--- src/design/lnsa_pkg.sv ---
// Shared constants for the letterbox nearest-neighbour scaler address unit.
package lnsa_pkg;

    localparam int SURF_REG_W = 15;
    localparam int SRC_REG_W  = 13;
    localparam int COORD_W    = 14;
    localparam int SRC_OUT_W  = 12;
    localparam int CFG_IDX_W  = 3;
    localparam int CFG_DATA_W = 15;

    localparam int DEF_MAX_SURFACE = 16384;
    localparam int DEF_MAX_SOURCE  = 4096;

    localparam int GAP_DIV = 40;
    localparam int GAP_MIN = 24;

    // Width/40 as a shift by 3, then x/5 as x*52429 >> 18 (exact below 2^16)
    localparam int GAP_PRE_SHIFT  = 3;
    localparam int GAP_RECIP      = 52429;
    localparam int GAP_POST_SHIFT = 18;

    localparam logic [CFG_IDX_W-1:0] REG_SURFACE_WIDTH  = 3'd0;
    localparam logic [CFG_IDX_W-1:0] REG_SURFACE_HEIGHT = 3'd1;
    localparam logic [CFG_IDX_W-1:0] REG_SOURCE_WIDTH   = 3'd2;
    localparam logic [CFG_IDX_W-1:0] REG_SOURCE_HEIGHT  = 3'd3;
    localparam logic [CFG_IDX_W-1:0] REG_DUAL_PANES     = 3'd4;
    localparam logic [CFG_IDX_W-1:0] REG_INTEGER_SCALE  = 3'd5;

    localparam logic [SURF_REG_W-1:0] RST_SURFACE_WIDTH  = 15'd640;
    localparam logic [SURF_REG_W-1:0] RST_SURFACE_HEIGHT = 15'd480;
    localparam logic [SRC_REG_W-1:0]  RST_SOURCE_WIDTH   = 13'd320;
    localparam logic [SRC_REG_W-1:0]  RST_SOURCE_HEIGHT  = 13'd240;

endpackage

--- src/design/lnsa_setup.sv ---
// Configuration registers and the sequential geometry engine that fits the panes.
module lnsa_setup #(
    parameter int MAX_SURFACE = 16384,
    parameter int MAX_SOURCE  = 4096,
    parameter int DW          = 15,
    parameter int SWD         = 13
) (
    input  logic                           i_clk,
    input  logic                           i_rst_n,
    input  logic                           i_cfg_we,
    input  logic [lnsa_pkg::CFG_IDX_W-1:0]  i_cfg_index,
    input  logic [lnsa_pkg::CFG_DATA_W-1:0] i_cfg_data,
    output logic                           o_busy,
    output logic [SWD-1:0]                 o_iw,
    output logic [SWD-1:0]                 o_ih,
    output logic                           o_en [2],
    output logic [DW-1:0]                  o_x0 [2],
    output logic [DW-1:0]                  o_cw [2],
    output logic [DW-1:0]                  o_y0 [2],
    output logic [DW-1:0]                  o_ch [2]
);
    import lnsa_pkg::*;

    localparam int PRW  = DW + SWD;
    localparam int DVS  = (DW > SWD) ? DW : SWD;
    localparam int CNTW = $clog2(PRW + 1);
    localparam int GW   = DW + 2;
    localparam int GQW  = DW + 16;

    localparam logic [3:0] ST_IDLE = 4'd0;
    localparam logic [3:0] ST_GAP  = 4'd1;
    localparam logic [3:0] ST_MUL1 = 4'd2;
    localparam logic [3:0] ST_MUL2 = 4'd3;
    localparam logic [3:0] ST_DIVA = 4'd4;
    localparam logic [3:0] ST_DIVB = 4'd5;
    localparam logic [3:0] ST_DIVF = 4'd6;
    localparam logic [3:0] ST_MUL3 = 4'd7;
    localparam logic [3:0] ST_MUL4 = 4'd8;
    localparam logic [3:0] ST_FIN  = 4'd9;

    logic [SURF_REG_W-1:0] r_sw_reg;
    logic [SURF_REG_W-1:0] r_sh_reg;
    logic [SRC_REG_W-1:0]  r_iw_reg;
    logic [SRC_REG_W-1:0]  r_ih_reg;
    logic                  r_dual;
    logic                  r_intg;

    logic [3:0]      r_st;
    logic            r_pane;
    logic            r_drun;
    logic [CNTW-1:0] r_dcnt;
    logic [DVS-1:0]  r_drem;
    logic [PRW-1:0]  r_dq;
    logic [DVS-1:0]  r_dv;

    logic [DW-1:0]  r_gap;
    logic [PRW-1:0] r_p1;
    logic [PRW-1:0] r_p2;
    logic [PRW-1:0] r_t1;
    logic [PRW-1:0] r_t2;
    logic [DW-1:0]  r_qa;
    logic [DW-1:0]  r_qb;
    logic [DW-1:0]  r_qf;

    logic           r_en [2];
    logic [DW-1:0]  r_x0 [2];
    logic [DW-1:0]  r_cw [2];
    logic [DW-1:0]  r_y0 [2];
    logic [DW-1:0]  r_ch [2];

    logic [DW-1:0]   w_sw;
    logic [DW-1:0]   w_sh;
    logic [SWD-1:0]  w_iw;
    logic [SWD-1:0]  w_ih;
    logic            w_gvalid;
    logic [GQW-1:0]  w_gprod;
    logic [DW-1:0]   w_gap;
    logic signed [GW-1:0] w_t;
    logic signed [GW-1:0] w_lw;
    logic signed [GW-1:0] w_pw1;
    logic            w_ok;
    logic [DW-1:0]   w_pw;
    logic [DW-1:0]   w_px;
    logic            w_wide;
    logic [DW-1:0]   w_s;
    logic [DW-1:0]   w_ma;
    logic [SWD-1:0]  w_mb;
    logic [PRW-1:0]  w_prod;
    logic            w_in_div;
    logic            w_dload;
    logic            w_ddone;
    logic [PRW-1:0]  w_dd;
    logic [DVS-1:0]  w_dvin;
    logic [DVS:0]    w_rsh;
    logic            w_dge;
    logic [DW-1:0]   w_cw;
    logic [DW-1:0]   w_ch;
    logic            w_fen;
    logic [DW-1:0]   w_x0;
    logic [DW-1:0]   w_y0;

    // Oversized registers saturate to the supported maximum
    assign w_sw = (32'(r_sw_reg) > 32'(MAX_SURFACE)) ? DW'(MAX_SURFACE) : DW'(r_sw_reg);
    assign w_sh = (32'(r_sh_reg) > 32'(MAX_SURFACE)) ? DW'(MAX_SURFACE) : DW'(r_sh_reg);
    assign w_iw = (32'(r_iw_reg) > 32'(MAX_SOURCE)) ? SWD'(MAX_SOURCE) : SWD'(r_iw_reg);
    assign w_ih = (32'(r_ih_reg) > 32'(MAX_SOURCE)) ? SWD'(MAX_SOURCE) : SWD'(r_ih_reg);
    assign w_gvalid = (w_sw != '0) && (w_sh != '0) && (w_iw != '0) && (w_ih != '0);

    // Gap quotient by reciprocal multiply
    assign w_gprod = GQW'(w_sw >> GAP_PRE_SHIFT) * GQW'(GAP_RECIP);

    // Pane split: left width (sw-gap)/2 clamped to [1, sw-1], right takes the rest
    always_comb begin
        w_gap = (r_gap < DW'(GAP_MIN)) ? DW'(GAP_MIN) : r_gap;
        w_t   = $signed({2'b00, w_sw}) - $signed({2'b00, w_gap});
        w_lw  = (w_t > 0) ? (w_t >>> 1) : '0;
        if (w_lw > $signed({2'b00, w_sw}) - GW'(1)) begin
            w_lw = $signed({2'b00, w_sw}) - GW'(1);
        end
        if (w_lw < GW'(1)) begin
            w_lw = GW'(1);
        end
        w_pw1 = $signed({2'b00, w_sw}) - w_lw - $signed({2'b00, w_gap});
        if (!r_dual) begin
            w_ok = !r_pane;
            w_pw = w_sw;
            w_px = '0;
        end else if (!r_pane) begin
            w_ok = (w_sw >= DW'(2));
            w_pw = DW'(w_lw);
            w_px = '0;
        end else begin
            w_ok = (w_sw >= DW'(2)) && (w_pw1 > 0);
            w_pw = DW'(w_pw1);
            w_px = DW'(w_lw + $signed({2'b00, w_gap}));
        end
    end

    assign w_wide = (r_p1 > r_p2);
    assign w_s    = (r_qa < r_qb) ? r_qa : r_qb;

    // Shared multiplier
    always_comb begin
        case (r_st)
            ST_MUL1: begin
                w_ma = w_pw;
                w_mb = w_ih;
            end
            ST_MUL2: begin
                w_ma = w_sh;
                w_mb = w_iw;
            end
            ST_MUL3: begin
                w_ma = w_s;
                w_mb = w_iw;
            end
            ST_MUL4: begin
                w_ma = w_s;
                w_mb = w_ih;
            end
            default: begin
                w_ma = '0;
                w_mb = '0;
            end
        endcase
    end
    assign w_prod = {{SWD{1'b0}}, w_ma} * {{DW{1'b0}}, w_mb};

    // Shared divider operands
    always_comb begin
        case (r_st)
            ST_DIVA: begin
                w_dd   = PRW'(w_pw);
                w_dvin = DVS'(w_iw);
            end
            ST_DIVB: begin
                w_dd   = PRW'(w_sh);
                w_dvin = DVS'(w_ih);
            end
            ST_DIVF: begin
                w_dd   = w_wide ? r_p2 : r_p1;
                w_dvin = w_wide ? DVS'(w_ih) : DVS'(w_iw);
            end
            default: begin
                w_dd   = '0;
                w_dvin = '0;
            end
        endcase
    end

    assign w_in_div = (r_st == ST_DIVA) || (r_st == ST_DIVB) || (r_st == ST_DIVF);
    assign w_dload  = w_in_div && !r_drun && !i_cfg_we;
    assign w_ddone  = r_drun && (r_dcnt == '0);
    assign w_rsh    = {r_drem, r_dq[PRW-1]};
    assign w_dge    = (w_rsh >= {1'b0, r_dv});

    // One quotient bit a cycle
    always_ff @(posedge i_clk) begin
        if (!i_rst_n) begin
            r_dcnt <= '0;
        end else if (w_dload) begin
            r_drem <= '0;
            r_dq   <= w_dd;
            r_dv   <= w_dvin;
            r_dcnt <= CNTW'(PRW);
        end else if (r_dcnt != '0) begin
            r_drem <= w_dge ? DVS'(w_rsh - {1'b0, r_dv}) : w_rsh[DVS-1:0];
            r_dq   <= {r_dq[PRW-2:0], w_dge};
            r_dcnt <= r_dcnt - CNTW'(1);
        end
    end

    // Fitted size and centring of the current pane
    always_comb begin
        if (r_intg) begin
            if (w_s != '0) begin
                w_cw = DW'(r_t1);
                w_ch = DW'(r_t2);
            end else begin
                w_cw = w_pw;
                w_ch = w_sh;
            end
        end else if (w_wide) begin
            w_cw = r_qf;
            w_ch = w_sh;
        end else begin
            w_cw = w_pw;
            w_ch = r_qf;
        end
        w_fen = w_gvalid && w_ok && (w_cw != '0) && (w_ch != '0);
        w_x0  = w_px + ((w_pw - w_cw) >> 1);
        w_y0  = (w_sh - w_ch) >> 1;
    end

    always_ff @(posedge i_clk) begin
        if (!i_rst_n) begin
            r_sw_reg <= RST_SURFACE_WIDTH;
            r_sh_reg <= RST_SURFACE_HEIGHT;
            r_iw_reg <= RST_SOURCE_WIDTH;
            r_ih_reg <= RST_SOURCE_HEIGHT;
            r_dual   <= 1'b0;
            r_intg   <= 1'b0;
            r_st     <= ST_GAP;
            r_pane   <= 1'b0;
            r_drun   <= 1'b0;
            r_en[0]  <= 1'b0;
            r_en[1]  <= 1'b0;
        end else if (i_cfg_we) begin
            case (i_cfg_index)
                REG_SURFACE_WIDTH:  r_sw_reg <= i_cfg_data[SURF_REG_W-1:0];
                REG_SURFACE_HEIGHT: r_sh_reg <= i_cfg_data[SURF_REG_W-1:0];
                REG_SOURCE_WIDTH:   r_iw_reg <= i_cfg_data[SRC_REG_W-1:0];
                REG_SOURCE_HEIGHT:  r_ih_reg <= i_cfg_data[SRC_REG_W-1:0];
                REG_DUAL_PANES:     r_dual   <= i_cfg_data[0];
                REG_INTEGER_SCALE:  r_intg   <= i_cfg_data[0];
                default: ;
            endcase
            r_st   <= ST_GAP;
            r_pane <= 1'b0;
            r_drun <= 1'b0;
        end else begin
            case (r_st)
                ST_IDLE: ;
                ST_GAP: begin
                    r_gap <= DW'(w_gprod >> GAP_POST_SHIFT);
                    r_st  <= ST_MUL1;
                end
                ST_MUL1: begin
                    r_p1 <= w_prod;
                    r_st <= ST_MUL2;
                end
                ST_MUL2: begin
                    r_p2 <= w_prod;
                    r_st <= ST_DIVA;
                end
                ST_DIVA: begin
                    if (w_ddone) begin
                        r_qa   <= DW'(r_dq);
                        r_drun <= 1'b0;
                        r_st   <= ST_DIVB;
                    end else if (!r_drun) begin
                        r_drun <= 1'b1;
                    end
                end
                ST_DIVB: begin
                    if (w_ddone) begin
                        r_qb   <= DW'(r_dq);
                        r_drun <= 1'b0;
                        r_st   <= ST_DIVF;
                    end else if (!r_drun) begin
                        r_drun <= 1'b1;
                    end
                end
                ST_DIVF: begin
                    if (w_ddone) begin
                        r_qf   <= DW'(r_dq);
                        r_drun <= 1'b0;
                        r_st   <= ST_MUL3;
                    end else if (!r_drun) begin
                        r_drun <= 1'b1;
                    end
                end
                ST_MUL3: begin
                    r_t1 <= w_prod;
                    r_st <= ST_MUL4;
                end
                ST_MUL4: begin
                    r_t2 <= w_prod;
                    r_st <= ST_FIN;
                end
                ST_FIN: begin
                    r_en[r_pane] <= w_fen;
                    r_x0[r_pane] <= w_x0;
                    r_cw[r_pane] <= w_cw;
                    r_y0[r_pane] <= w_y0;
                    r_ch[r_pane] <= w_ch;
                    if (!r_pane) begin
                        r_pane <= 1'b1;
                        r_st   <= ST_MUL1;
                    end else begin
                        r_st   <= ST_IDLE;
                    end
                end
                default: r_st <= ST_IDLE;
            endcase
        end
    end

    assign o_busy = (r_st != ST_IDLE);
    assign o_iw   = w_iw;
    assign o_ih   = w_ih;
    assign o_en   = r_en;
    assign o_x0   = r_x0;
    assign o_cw   = r_cw;
    assign o_y0   = r_y0;
    assign o_ch   = r_ch;

endmodule

--- config.mk ---
export PLATFORM = sky130hd
export DESIGN_NAME = lnsa_setup
export DESIGN_NICKNAME = d
export VERILOG_FILES = /design/src/design/lnsa_pkg.sv /design/src/design/lnsa_setup.sv
export SDC_FILE = /design/constraint.sdc
export NUM_CORES = 2
export LEC_CHECK = 0
export ABC_CLOCK_PERIOD_IN_PS = 50000
export BUFFER_PORTS_ARGS = -buffer_cell sky130_fd_sc_hd__buf_4
export CAP_MARGIN = 10
export CELL_PAD_IN_SITES_DETAIL_PLACEMENT = 1
export CELL_PAD_IN_SITES_GLOBAL_PLACEMENT = 1
export CORE_MARGIN = 5
export CORE_UTILIZATION = 53
export DETAILED_ROUTE_END_ITERATION = 12
export MAX_ROUTING_LAYER = met4
export PLACE_DENSITY_LB_ADDON = 0.05
export SYNTH_ARGS = -nofsm -noshare
export SYNTH_HDL_FRONTEND = slang
export SYNTH_SLANG_ARGS = --single-unit
--- constraint.sdc ---
create_clock -name i_clk -period 50 [get_ports i_clk]
set_input_delay 5 -clock i_clk [delete_from_list [all_inputs] [get_ports i_clk]]
set_output_delay 5 -clock i_clk [all_outputs]
set_load 0.02 [all_outputs]
==> metrics <==
outcome=finished clean; Design Area, Final=35510 um2; Crit path largest cell delay=0.92 ns; Clk Latency, worst-skew pair=about 0.60 ns; final antenna-violating net count=0; Critical Path RT=around 50 ns; most frequent cells in the layout=inv_1, nand2_1, nor2_1, ha_1, edfxtp_1; layout cell share with drive strength beyond 1=0.1063; HP Class=register to register; Logic pwr share=0.268; VDD IR max=between 0.03 and 0.04 mV; P_leak=~16 nW; CP most frequent cell=o21a_1; Post-synth EDFFs=roughly 320; final setup margin=~30 ns; post-CTS setup buffers=0; Seq/Total Area, Yosys=0.3402; Worst-path clk slew=0.06 ns; # nets final=4044; Placed Area=34080 um2; vias in the first global route=~28000; instance count of the mapped netlist=3358; startpoint types=register; CP arrival=a little over 20 ns; Crit path max-delay family=compound AO/OA/AOI/OAI gates; sw power=about 0.00032 W; Synth top area share=0.2958; via count=roughly 27000; FMAX=approximately 49 MHz; Setup CP Type=register to register; I/O pin cnt=170; Buffers on Ports=approximately 170; Least-Margin Pin Slew=between 1 and 1.5 ns; DRT Pass-1 Iters=6; Overflow after GRT=0; Synth Register Bits=386; initial core utilization=0.5329; Std-Cell Rows=90; hold_buf cts=0; max cap viols=0; Avg Cell Area, Syn=between 9 and 10 um2; Synth Flop Type=edfxtp_1; HPWL Detailed=around 90 mm; Ys Warns=0; antenna violations before repair=2; Worst slew margin=0.08268; Power Density=approximately 28 nW/um2; Netlist cell types=approximately 100; Final Cycle Share=0.4071; total die area=about 65000 um2; final-report setup violation count=0; pin count of the biggest net entering global routing=a little over 70; max-slew violation count=0; Reg power frac=0.401; top cells by area, synth=edfxtp_1, ha_1, fa_1; Avg WL per Cell=approximately 26 um; RSZ-0062 raised after global routing=false; cts bufs inserted=between 40 and 50; Async S/R FF share, synth=0; cell internal pwr=0.0006579 W; fin crit period=just over 20 ns; via/cell ratio=just over 6; Iter 0 DRT Violations=approximately 2500; CTS resizes=0; dpl ws=30.04 ns; GRT Util Overall=0.3454; crit-path max FO=25; drt drc=0; GPL Wtd Cong=1.020; cell at the slowest stage of the critical path=a21oi_1; Syn-to-layout area delta=11.03%; die width=255.7 um; first-pass GRT wire length=about 170 mm; Root Buffer=clkbuf_16; clk_skew=around 0.023 ns; # clock sinks=roughly 390; H-tree Lvls=2; Hold Vio Cnt, Final=0; Clock Tree Buf Depth=3; sw frac=0.3301; die extent in y=~260 um; core area=about 60000 um2; Critical Path End Type=register; final setup TNS=0 ns; commonest non-fill, non-tap cell in the layout=inv_1; Synth Cell Area=around 32000 um2; CTS tree=done; Clk pwr share=0.331; DRT Wirelength=approximately 110 mm; Worst Path Buf+Inv=8; Yosys top cell by area=edfxtp_1
[synthesized netlist by cell type, types with 21 or more instances]
library cell	n
or2_2	26
and2_1	21
ha_1	321
mux2i_1	52
o21bai_1	22
a21boi_0	65
inv_1	482
nand4_1	27
nor2_1	327
nor4_1	29
o22ai_1	21
xnor2_1	85
nor3_1	53
nor2b_1	43
nand2b_1	64
a21o_1	44
a211oi_1	24
fa_1	199
nand2_1	358
nand3_1	45
xor2_1	28
dfxtp_1	71
o21ai_0	103
a21oi_1	153
edfxtp_1	315
clkbuf_1	94
o21a_1	31
[worst paths after layout]
kind | start | slack [ns] | end | cells after the start
min reg2reg | r_dcnt[4] | 0.47 | r_dcnt[4] | 2
max reg2reg | r_sw_reg[14] | 29.65 | r_p2[27] | 73
max | r_sw_reg[14] | 29.65 | r_p2[27] | 73
min | r_dcnt[4] | 0.47 | r_dcnt[4] | 2
[final cells by class]
type | instances | area [um2]
clock buffers | 49 | 1151
flip-flops and latches | 386 | 10880
well taps | 782 | 978.4
multi-input cells | 2370 | 18780
repair buffers | 217 | 1629
diodes | 2 | 5.005
clock inverters | 31 | 270.3
fillers | 6723 | 24510
inverters | 483 | 1813
[routing by layer]
metal | vias up | wire (um) | GRT usage
met1 | 13310 | 46330 | 0.4451
li1 | 11720 | - | -
met3 | 253 | 10850 | 0.08997
met2 | 1262 | 50730 | 0.5338
met4 | 0 | 4885 | 0.1208
met5 | - | 0 | -
[through the flow]
stage | utilization | hold slack, ns | power [W] | instances
after global routing | 0.5916 | 0.5088 | 0.001028 | 4319
after global placement | 0.5679 | 0.4512 | 0.0006417 | 4238
after floorplan | - | 0.4438 | 0.0005748 | 3360
after CTS | 0.5916 | 0.4732 | 0.0009817 | 4318
after detailed placement | 0.5679 | 0.4650 | 0.0006563 | 4238
final | 0.5916 | 0.4729 | 0.0009822 | 4320
[power groups by stage]
stage	Sequential (W)	Combinational, W	Clock [W]
floorplan	0.000393	0.000182	0
global placement	0.000398	0.000244	0
detailed placement	0.000399	0.000257	0
CTS	0.000393	0.000259	0.000329
global route	0.000395	0.000289	0.000344
finish	0.000394	0.000263	0.000325
[cell families (layout without fill, tap and decap cells)]
family                     after synthesis  count (layout)  share of synthesized area
xor gates and xnor gates               114             114                    0.03145
DFF                                    386             386                     0.3402
and+or+nand+nor                       1028            1028                     0.1456
AOI/OAI and AO/OA                      629             629                     0.1329
buffers and inverters                  604             780                    0.07511
muxes                                   68              68                    0.02191
other                                    1               5                  0.0001173
adders and majority gates              528             528                     0.2527
[worst register-to-register path: cells and delay by family (launching register included)]
kind | cells | cell delay, ns
xor gates and xnor gates | 2 | 0.36
adders and majority gates | 12 | 5.22
buffers and inverters | 8 | 1.22
DFF | 1 | 0.91
and+or+nand+nor | 16 | 3.26
AOI/OAI and AO/OA | 35 | 9.09
No activity file was read; power rests on OpenSTA's default activity.
