### config.mk
export PLATFORM = sky130hd
export DESIGN_NAME = lnsa_divstep
export DESIGN_NICKNAME = d
export VERILOG_FILES = /design/src/design/lnsa_divstep.sv
export SDC_FILE = /design/constraint.sdc
export NUM_CORES = 1
export LEC_CHECK = 0
export ABC_AREA = 0
export BUFFER_PORTS_ARGS = -buffer_cell sky130_fd_sc_hd__buf_2
export CORE_MARGIN = 1.5
export CORE_UTILIZATION = 50
export CTS_CLUSTER_SIZE = 28
export DETAILED_ROUTE_END_ITERATION = 12
export HOLD_SLACK_MARGIN = 0.05
export PLACE_DENSITY = 0.81
export RECOVER_POWER = 25
export SKIP_CTS_REPAIR_TIMING = 1
export SYNTH_ARGS = -nofsm -noshare
export SYNTH_HDL_FRONTEND = slang
export SYNTH_SLANG_ARGS = --single-unit
### constraint.sdc
create_clock -name i_clk -period 3.03 [get_ports i_clk]
set_clock_uncertainty 0.1 [all_clocks]
set_input_delay 0.1515 -clock i_clk [delete_from_list [all_inputs] [get_ports i_clk]]
set_output_delay 0.1515 -clock i_clk [all_outputs]
set_load 0.01 [all_outputs]
### src/design/lnsa_divstep.sv
// One restoring division stage of the per-pixel pipeline: one quotient bit for x and y.
module lnsa_divstep #(
    parameter int DW  = 15,
    parameter int PRW = 28,
    parameter int QW  = 12,
    parameter int BIT = 0
) (
    input  logic           i_clk,
    input  logic           i_rst_n,
    input  logic           i_en,
    input  logic           i_v,
    input  logic           i_hit,
    input  logic           i_pane,
    input  logic [PRW-1:0] i_nx,
    input  logic [QW-1:0]  i_qx,
    input  logic [DW-1:0]  i_cw,
    input  logic [PRW-1:0] i_ny,
    input  logic [QW-1:0]  i_qy,
    input  logic [DW-1:0]  i_ch,
    output logic           o_v,
    output logic           o_hit,
    output logic           o_pane,
    output logic [PRW-1:0] o_nx,
    output logic [QW-1:0]  o_qx,
    output logic [DW-1:0]  o_cw,
    output logic [PRW-1:0] o_ny,
    output logic [QW-1:0]  o_qy,
    output logic [DW-1:0]  o_ch
);

    logic [PRW-1:0] w_dx;
    logic [PRW-1:0] w_dy;
    logic           w_gex;
    logic           w_gey;
    logic           r_v;
    logic           r_hit;
    logic           r_pane;
    logic [PRW-1:0] r_nx;
    logic [QW-1:0]  r_qx;
    logic [DW-1:0]  r_cw;
    logic [PRW-1:0] r_ny;
    logic [QW-1:0]  r_qy;
    logic [DW-1:0]  r_ch;

    assign w_dx  = PRW'(i_cw) << BIT;
    assign w_dy  = PRW'(i_ch) << BIT;
    assign w_gex = (i_nx >= w_dx);
    assign w_gey = (i_ny >= w_dy);

    always_ff @(posedge i_clk) begin
        if (!i_rst_n) begin
            r_v <= 1'b0;
        end else if (i_en) begin
            r_v <= i_v;
        end
    end

    always_ff @(posedge i_clk) begin
        if (i_en) begin
            r_hit  <= i_hit;
            r_pane <= i_pane;
            r_nx   <= w_gex ? (i_nx - w_dx) : i_nx;
            r_qx   <= i_qx | (QW'(w_gex) << BIT);
            r_cw   <= i_cw;
            r_ny   <= w_gey ? (i_ny - w_dy) : i_ny;
            r_qy   <= i_qy | (QW'(w_gey) << BIT);
            r_ch   <= i_ch;
        end
    end

    assign o_v    = r_v;
    assign o_hit  = r_hit;
    assign o_pane = r_pane;
    assign o_nx   = r_nx;
    assign o_qx   = r_qx;
    assign o_cw   = r_cw;
    assign o_ny   = r_ny;
    assign o_qy   = r_qy;
    assign o_ch   = r_ch;

endmodule

==> results of run 1 <==
[path summary, 6_finish.rpt]
check,startpoint,endpoint,cells past startpoint
max,i_ch[1],o_ny[3],10
min reg2reg,o_v,o_v,3
min,i_ny[7],o_ny[7],3
max reg2reg,o_v,o_v,3
[sequential cells by signal (all words and copies together) (netlist names)]
register	cells
o_ny	28
o_ch	15
o_hit	1
o_qy	12
o_v	1
o_cw	15
o_nx	28
o_qx	12
o_pane	1
[routing by layer]
metal	track usage, %	vias up	share of wire (%)
li1	-	2683	-
met1	27.15	2691	37
met2	41.00	316	52
met3	8.183	70	7.2
met4	10.25	0	3.5
met5	0	-	0
[cells by family after synthesis]
kind of cell / Yosys count
simple gates: 167
compound gates: 115
flops: 113
buf+inv: 52
mux: 6
xor+xnor: 48
fa+ha+maj: 32
[cells in the mapped netlist (all sizes together) (2+ instances only)]
| cell | count | area share [%] |
|---|---|---|
| edfxtp | 112 | 55 |
| nor2 | 41 | 2.5 |
| inv | 37 | 2.3 |
| nand2 | 35 | 2.1 |
| a21oi | 34 | 2.8 |
| o21ai | 31 | 2.5 |
| ha | 30 | 6.1 |
| xnor2 | 26 | 3.7 |
| xor2 | 22 | 3.1 |
| nand2b | 19 | 1.9 |
| nand3 | 14 | 1.1 |
| nor4 | 12 | 1.3 |
| nor3 | 11 | 0.90 |
| a211oi | 10 | 1.2 |
| a21o | 10 | 1.2 |
| buf | 10 | 1.2 |
| nand4 | 6 | 0.61 |
| or4 | 6 | 0.74 |
| clkbuf | 5 | 0.31 |
| a31oi | 4 | 0.41 |
| mux2 | 4 | 0.74 |
| a2111oi | 3 | 0.53 |
| nand3b | 3 | 0.37 |
| nor3b | 3 | 0.37 |
| o211ai | 3 | 0.45 |
| o21a | 3 | 0.37 |
| o21bai | 3 | 0.37 |
| or2 | 3 | 0.31 |
| and3 | 2 | 0.20 |
| fa | 2 | 0.65 |
| mux2i | 2 | 0.33 |
| nand4b | 2 | 0.29 |
| nor4b | 2 | 0.29 |
| o211a | 2 | 0.33 |
| o21ba | 2 | 0.33 |
| o31ai | 2 | 0.25 |
| or3 | 2 | 0.29 |
[power by group through the flow]
stage,logic [mW],clock network (mW),registers (mW)
floorplan,0.370,0,2.08
global placement,0.823,0,1.98
detailed placement,0.841,0,1.99
CTS,0.852,1.94,1.96
global route,1.06,2.00,1.97
finish,0.979,1.93,1.96
[worst reg2reg max path: stages (launching register included)]
cell	delay (ns)
dfxtp_1	0.34
mux2i_1	0.07
nor2b_1	0.20
dlygate4sd3_1	0.56
[through the flow]
step | cells | setup slack (ns)
6_report | 1043 | 0.1415
5_1_grt | 1043 | 0.004897
3_3_place_gp | 904 | 0.1794
2_1_floorplan | 533 | 0.4104
3_5_place_dp | 904 | 0.08160
4_1_cts | 936 | 0.5314
[final cells by class]
| cell class | count | area [um^2] | area share, % |
|---|---|---|---|
| Timing Repair Buffer | 346 | 2302 | 25.34 |
| Sequential cell | 113 | 3383 | 37.23 |
| Clock buffer | 17 | 425.4 | 4.682 |
| Multi-Input combinational cell | 368 | 2507 | 27.60 |
| Tap cell | 147 | 183.9 | 2.024 |
| Clock inverter | 15 | 145.1 | 1.597 |
| Inverter | 37 | 138.9 | 1.529 |
==> qor.yml, run 1 <==
power_density_mw_per_mm2: 535.8
hpwl_um: 11590
cp_top_family: "compound AO/OA/AOI/OAI gates"
tightestPinTransition_ns: 2.536
sw_frac_of_total_pct: 26.83
violations: "capacitance limit, slew limit"
final_area_mm2: 0.009086
cts-root-buf: "clkbuf_16"
period_minus_slack_ns: 2.889
switchingPower_mw: 1.306
numCtsBuffers: 17
critPathCaptureType: "register"
synth_ff_type: "edfxtp_1"
cts.path.max_buffers: 2
worstPathRequired_ns: 3.11
drc: 0
r2r_slack_ns: 1.71
synth_xor_area_share_pct: 6.864
ys_ff_latch: 113
worst_path_largest_cell_delay_ns: 0.53
fin_crit_sh_pct: 95.33
crit_fanout: 26
synth.distinct_cells: 58
drv_slew: 44
synth-async-reset-ratio_pct: 0
slowest_stage: "dlygate4sd3_1"
maxCapViolations: 1
path_cells: "dlygate4sd3_1, buf_2, fa_1, nand2b_1, a211oi_1, o21a_1, o31a_1, a21bo_2, buf_12, mux2_2"
place_area_mm2: 0.007465
netlist_area_mm2: 0.006125
hold_ws_ns: 0.04384
fmax_mhz: 346.2
critical_path_buf_inv_count: 3
wire_per_inst_um: 17.36
synth_top_family_by_area: "simple AND/OR/NAND/NOR gates"
synth_cells: 533
yosys_warnings: 0
vias: 5760
synth_fa_ha_area_share_pct: 6.782
gp_congestion: 0.9281
ant_nets: 0
hold_path.class: "primary input to register"
antenna_found_initial: 0
p_leak_nw: 3.899
internal_power_mw: 3.562
n_fill_cell: 741
viasPerCell: 5.523
final_util_pct: 75.96
numClockSinks: 113
die_area_mm2: 0.01292
htreeDepth: 4
setup_viol: 0
worstSetupPathType: "primary input to register"
yosys.area_share.simple_pct: 14.28
nets: 1031
total_power_mw: 4.868
portBuffers: 228
cts_tree: "done"
num_rows: 40
clockPowerShare_pct: 39.6
drt-pass1-iter-count: 7
fp.dieH_um: 113.7
relSlewSlack_pct: -69.07
rsz0062_at_grt: "no"
final_common_cell: "buf_2"
worstSetupStartpointType: "primary input"
clkTransAtPathRegs_ns: 0.06
vdd_drop_max_mv: 0.3797
grt_pass1_wl_um: 23820
grt_max_degree: 71
grt_util_all_layers_pct: 23.88
core-area_mm2: 0.01196
outcome: "complete, but fails checks"
clock_latency_ns: 0.43
syn_avg_cell_area_um2: 11.49
synth_compound_area_share_pct: 11.95
ios: 229
grt_pass1_vias: 5059
synth-edff-count: 112
routed_wl_um: 18100
synth_nets: 681
power_frac_seq_pct: 40.3
tns_ns: 0
synthMuxAreaShare_pct: 1.062
pwr-share-comb_pct: 20.1
n_antenna_cell: 0
syn_to_final_growth_pct: 48.36
drt_iter0_drc: 541
seq_area_frac_synth_pct: 55.24
drive_gt1_share_pct: 30.02
grt_overflow_total: 0
crit_arrival_ns: 2.97
die_x_um: 113.7
hold_violations: 0
final_cell_mix: "buf_2 (214), edfxtp_1 (112), dlygate4sd3_1 (107)"
start_util_pct: 51.20
No activity file was read; power rests on OpenSTA's default activity.
==> inputs of run 2 (changes only) <==
Settings changed: GPL_TIMING_DRIVEN set to 0.
==> qor.yml, run 2 (synthesized netlist as in run 1, its figures left out) <==
power_density_mw_per_mm2: 538.4  # +0.50%
cp_top_family: "compound AO/OA/AOI/OAI gates"
nets: 1036  # +0.48%
slowest_stage: "clkbuf_1"
path_cells: "buf_2, inv_1, ha_1, fa_1, nand2b_1, a211oi_1, o21a_1, o31a_1, a21bo_2, buf_2, clkbuf_1, a21oi_1"
crit_arrival_ns: 2.94  # -0.03 ns
drt-pass1-iter-count: 6  # -1
drc: 0  # unchanged
die_x_um: 113.7  # unchanged
viasPerCell: 5.571  # +0.88%
sw_frac_of_total_pct: 25.97  # -0.85 points
core-area_mm2: 0.01196  # unchanged
numCtsBuffers: 17  # unchanged
n_antenna_cell: 0  # unchanged
cts-root-buf: "clkbuf_16"
portBuffers: 226  # -0.88%
vdd_drop_max_mv: 0.3244  # -15%
critPathCaptureType: "register"
clockPowerShare_pct: 40.1  # +0.5 points
relSlewSlack_pct: -73.87  # -4.8 points
switchingPower_mw: 1.275  # -2.4%
final_common_cell: "buf_2"
period_minus_slack_ns: 2.896  # +0.007525 ns
die_area_mm2: 0.01292  # unchanged
violations: "capacitance limit, slew limit"
hold_path.class: "primary input to register"
final_util_pct: 76.20  # +0.24 points
wire_per_inst_um: 18.11  # +4.4%
worstSetupPathType: "primary input to register"
grt_overflow_total: 0  # unchanged
total_power_mw: 4.908  # +0.82%
reg2reg_from: "o_v"
fmax_mhz: 345.3  # -0.26%
clkTransAtPathRegs_ns: 0.06  # about the same
vias: 5833  # +1.3%
final_cell_mix: "buf_2 (216), edfxtp_1 (112), dlygate4sd3_1 (109)"
maxCapViolations: 1  # unchanged
power_frac_seq_pct: 40.0  # -0.3 points
num_rows: 40  # unchanged
htreeDepth: 4  # unchanged
internal_power_mw: 3.633  # +2.0%
worstPathRequired_ns: 3.08  # -0.03 ns
clock_latency_ns: 0.42  # about the same
tns_ns: 0  # unchanged
critical_path_buf_inv_count: 4  # +1
fp.dieH_um: 113.7  # unchanged
hpwl_um: 11700  # +0.98%
cts.path.max_buffers: 2  # unchanged
gp_congestion: 0.8954  # -3.5%
ios: 229  # unchanged
start_util_pct: 51.20  # unchanged
fin_crit_sh_pct: 95.58  # +0.25 points
syn_to_final_growth_pct: 48.83
worst_path_largest_cell_delay_ns: 0.43  # -0.10 ns
grt_util_all_layers_pct: 23.93  # +0.055 points
tightestPinTransition_ns: 2.608  # +0.07194 ns
crit_top_cell: "buf_2"
grt_max_degree: 70  # -1.4%
hp-start: "i_ny[1]"
hold_ws_ns: 0.05071  # +0.006863 ns
crit_fanout: 10  # -62%
grt_pass1_wl_um: 24050  # +0.96%
p_leak_nw: 3.914  # +0.37%
routed_wl_um: 18970  # +4.8%
outcome: "complete, but fails checks"
numClockSinks: 113  # unchanged
setup_viol: 0  # unchanged
drv_slew: 45  # +2.3%
ant_nets: 0  # unchanged
drive_gt1_share_pct: 29.44  # -0.58 points
drt_iter0_drc: 484  # -11%
cp-startpoint: "i_ny[0]"
hold_violations: 0  # unchanged
grt_pass1_vias: 5123  # +1.3%
antenna_found_initial: 0  # unchanged
cts_tree: "done"
pwr-share-comb_pct: 20.0  # about the same
worstSetupStartpointType: "primary input"
[run 2: changes by cell type in the layout (fill, tap and decap cells not counted), sizes merged]
| cell | before | now |
|---|---|---|
| clkbuf | 31 | 37 |
| clkinvlp | 5 | 2 |
| buf | 225 | 223 |
| dlygate4sd3 | 107 | 109 |
| bufinv | 2 | 3 |
[run 2: area by class of cell]
cell class,count,area [um^2]
Sequential cell,113,3383
Multi-Input combinational cell,368,2507
Clock inverter,13,145.1
Fill cell,763,2846
Buffer,15,95.09
Timing Repair Buffer,336,2232
Inverter,37,138.9
Clock buffer,18,429.2
Tap cell,147,183.9
[run 2: path summary, 6_finish.rpt]
check	endpoint	slack, ns	depth (start not counted)
setup / recovery	o_ny[0]	0.13	12
hold / removal	o_ny[1]	0.05	3
setup reg to reg	o_v	1.75	3
hold reg to reg	o_v	0.97	3
[run 2: tightest hold or removal path: cells and delay by family]
family / cells / cell delay (ns)
buffers and inverters: 1 / 0.11
AOI/OAI and AO/OA: 1 / 0.13
and+or+nand+nor: 1 / 0.05
[run 2: power groups by stage]
stage	Clock (mW)	Combinational (mW)	Sequential, mW
final	1.97	0.979	1.96
after global routing	2.05	1.05	1.97
after CTS	1.96	0.843	1.96
after detailed placement	0	0.836	1.98
after global placement	0	0.809	1.98
after floorplan	0	0.370	2.08
[run 2: through the flow]
stage	cells	worst slack, ns	instance area (um^2)
5_1_grt	1047	-0.01969	9115
6_report	1047	0.1340	9115
3_5_place_dp	907	-0.1843	7470
4_1_cts	938	0.2002	8044
3_3_place_gp	906	-0.1541	7440
2_1_floorplan	533	0.4104	6125
[run 2: routing by layer]
metal | part of all wire, % | GRT usage (%)
met5 | 0 | 0
met4 | 2.2 | 10.33
met3 | 7.8 | 6.217
met2 | 54 | 43.45
met1 | 36 | 26.44
==> inputs of run 3 (changes only) <==
Settings changed: CORE_UTILIZATION 50 to 54, PLACE_DENSITY 0.81 to 0.87.
Clock period 3.03 ns to 3.4 ns, I/O delays scaled along.
==> qor.yml, run 3 (synthesized netlist as in run 1, its figures left out) <==
outcome: "complete, but fails checks"
violations: "setup timing"
maxCapViolations: 0  # -1
setup_viol: 1  # +1
nets: 1028  # -0.77%
drc: 0  # unchanged
crit_fanout: 10  # unchanged
grt_max_degree: 68  # -2.9%
cts.path.max_buffers: 2  # unchanged
final_util_pct: 82.64  # +6.4 points
period_minus_slack_ns: 3.462
fmax_mhz: 288.9
n_fill_cell: 602  # -21%
clkTransAtPathRegs_ns: 0.06  # about the same
final_area_mm2: 0.009037  # -0.85%
dp_cells: 900  # -0.77%
routed_wl_um: 20250  # +6.8%
worstSetupStartpointType: "primary input"
final_common_cell: "buf_2"
clockPowerShare_pct: 40.0  # about the same
die_area_mm2: 0.01199  # -7.2%
start_util_pct: 56.01  # +4.8 points
portBuffers: 226  # unchanged
sw_frac_of_total_pct: 27.52  # +1.5 points
fp.dieH_um: 109.5  # -3.7%
drv_slew: 0  # -100%
grt_util_all_layers_pct: 28.14  # +4.2 points
hp-start: "i_nx[0]"
r2r_cells: 3  # unchanged
grt_pass1_vias: 5302  # +3.5%
drive_gt1_share_pct: 30.91  # +1.5 points
hold_path.class: "primary input to register"
core-area_mm2: 0.01094  # -8.6%
relSlewSlack_pct: 56.26  # +130 points
p_leak_nw: 3.894  # -0.49%
fin_crit_sh_pct: 101.8
gp_congestion: 0.8702  # -2.8%
clock_latency_ns: 0.41  # about the same
num_rows: 38  # -5.0%
vdd_drop_max_mv: 0.4036  # +24%
n_antenna_cell: 0  # unchanged
grt_pass1_wl_um: 25490  # +6.0%
worstPathRequired_ns: 3.51  # +0.43 ns
pwr-share-comb_pct: 20.1  # about the same
reg2reg_from: "o_v"
syn_to_final_growth_pct: 47.56
vias: 6036  # +3.5%
power_density_mw_per_mm2: 484.9  # -9.9%
wire_per_inst_um: 19.60  # +8.2%
place_area_mm2: 0.007461  # -0.12%
worstReg2RegEnd: "o_v"
cts-root-buf: "clkbuf_16"
place_ws_ns: 0.1589  # +0.3432 ns
cts_tree: "done"
final_cells: 1033  # -1.3%
hold_end: "o_nx[0]"
antenna_found_initial: 0  # unchanged
seqCellArea_mm2: 0.003383  # unchanged
numCtsBuffers: 17  # unchanged
hold_ws_ns: 0.01738  # -0.03333 ns
hold_violations: 0  # unchanged
htreeDepth: 4  # unchanged
worstSetupPathType: "primary input to register"
ios: 229  # unchanged
multi_input_area_mm2: 0.002507  # unchanged
setup_slack_ns: -0.06167  # -0.1956 ns
r2r_slack_ns: 2.12  # +0.37 ns
hpwl_um: 12000  # +2.5%
grt_overflow_total: 0  # unchanged
drt-pass1-iter-count: 7  # +1
internal_power_mw: 3.176  # -13%
crit_arrival_ns: 3.58  # +0.64 ns
ant_nets: 0  # unchanged
die_x_um: 109.5  # -3.7%
final_cell_mix: "buf_2 (222), edfxtp_1 (112), dlygate4sd3_1 (101)"
critPathCaptureType: "register"
tightestPinTransition_ns: 0.6562  # -1.952 ns
min_path_cells: 3  # unchanged
viasPerCell: 5.843  # +4.9%
switchingPower_mw: 1.206  # -5.4%
numClockSinks: 113  # unchanged
power_frac_seq_pct: 39.9  # about the same
drt_iter0_drc: 479  # -1.0%
==> run 3: changes by cell type in the layout (fill, tap and decap cells not counted) <==
cell           previous run  this run
buf_1                     0         1
buf_2                   216       222
buf_4                     3         4
bufinv_16                 3         2
clkbuf_1                 20        12
clkbuf_2                  0         1
clkinv_1                  3         0
clkinv_2                  4         3
clkinv_4                  1         4
clkinvlp_4                2         4
dlygate4sd3_1           109       101
==> run 3: power by group through the flow <==
stage	clock network [mW]	registers, mW	logic (mW)
global route	1.82	1.76	0.946
detailed placement	0	1.77	0.741
CTS	1.74	1.75	0.757
floorplan	0	1.85	0.330
finish	1.75	1.75	0.880
global placement	0	1.77	0.713
==> run 3: critical path, stage by stage <==
cell	delay, ns
dlygate4sd3_1	0.53
buf_2	0.11
inv_1	0.04
ha_1	0.34
nand2_1	0.13
a211oi_1	0.36
o21a_1	0.25
o31a_1	0.24
a21bo_2	0.15
buf_2	0.26
clkbuf_1	0.51
nor2_1	0.19
a21oi_1	0.28
==> run 3: per-stage QoR <==
step	TNS (ns)	total power, mW
3_3_place_gp	0	2.479
4_1_cts	0	4.244
5_1_grt	-0.1877	4.525
6_report	-0.06167	4.382
3_5_place_dp	0	2.511
2_1_floorplan	0	2.183
==> run 3: how the worst max path moves through the flow <==
| stage | from | to | slack [ns] | cells after the start |
|---|---|---|---|---|
| floorplan | i_ny[0] | o_ny[22] | 0.76 | 11 |
| global placement | i_ny[0] | o_ny[10] | 0.26 | 13 |
| detailed placement | i_ny[0] | o_ny[0] | 0.16 | 12 |
| CTS | i_ny[0] | o_ny[10] | 0.47 | 13 |
| global route | i_ch[7] | o_ny[10] | -0.17 | 12 |
| finish | i_ch[4] | o_ny[10] | -0.06 | 13 |
==> run 3: routing by layer <==
layer | share of wire, % | track usage [%] | vias to the layer above
li1 | - | - | 2678
met1 | 33 | 30.21 | 2835
met2 | 53 | 50.27 | 433
met3 | 9.3 | 8.239 | 90
met4 | 4.5 | 13.91 | 0
met5 | 0 | 0 | -
==> run 3: area by class of cell <==
class / count / area share (%)
Tap cell: 140 / 1.938
Inverter: 37 / 1.537
Clock inverter: 13 / 1.551
Buffer: 15 / 1.052
Multi-Input combinational cell: 368 / 27.74
Timing Repair Buffer: 328 / 23.95
Sequential cell: 113 / 37.44
Clock buffer: 19 / 4.790
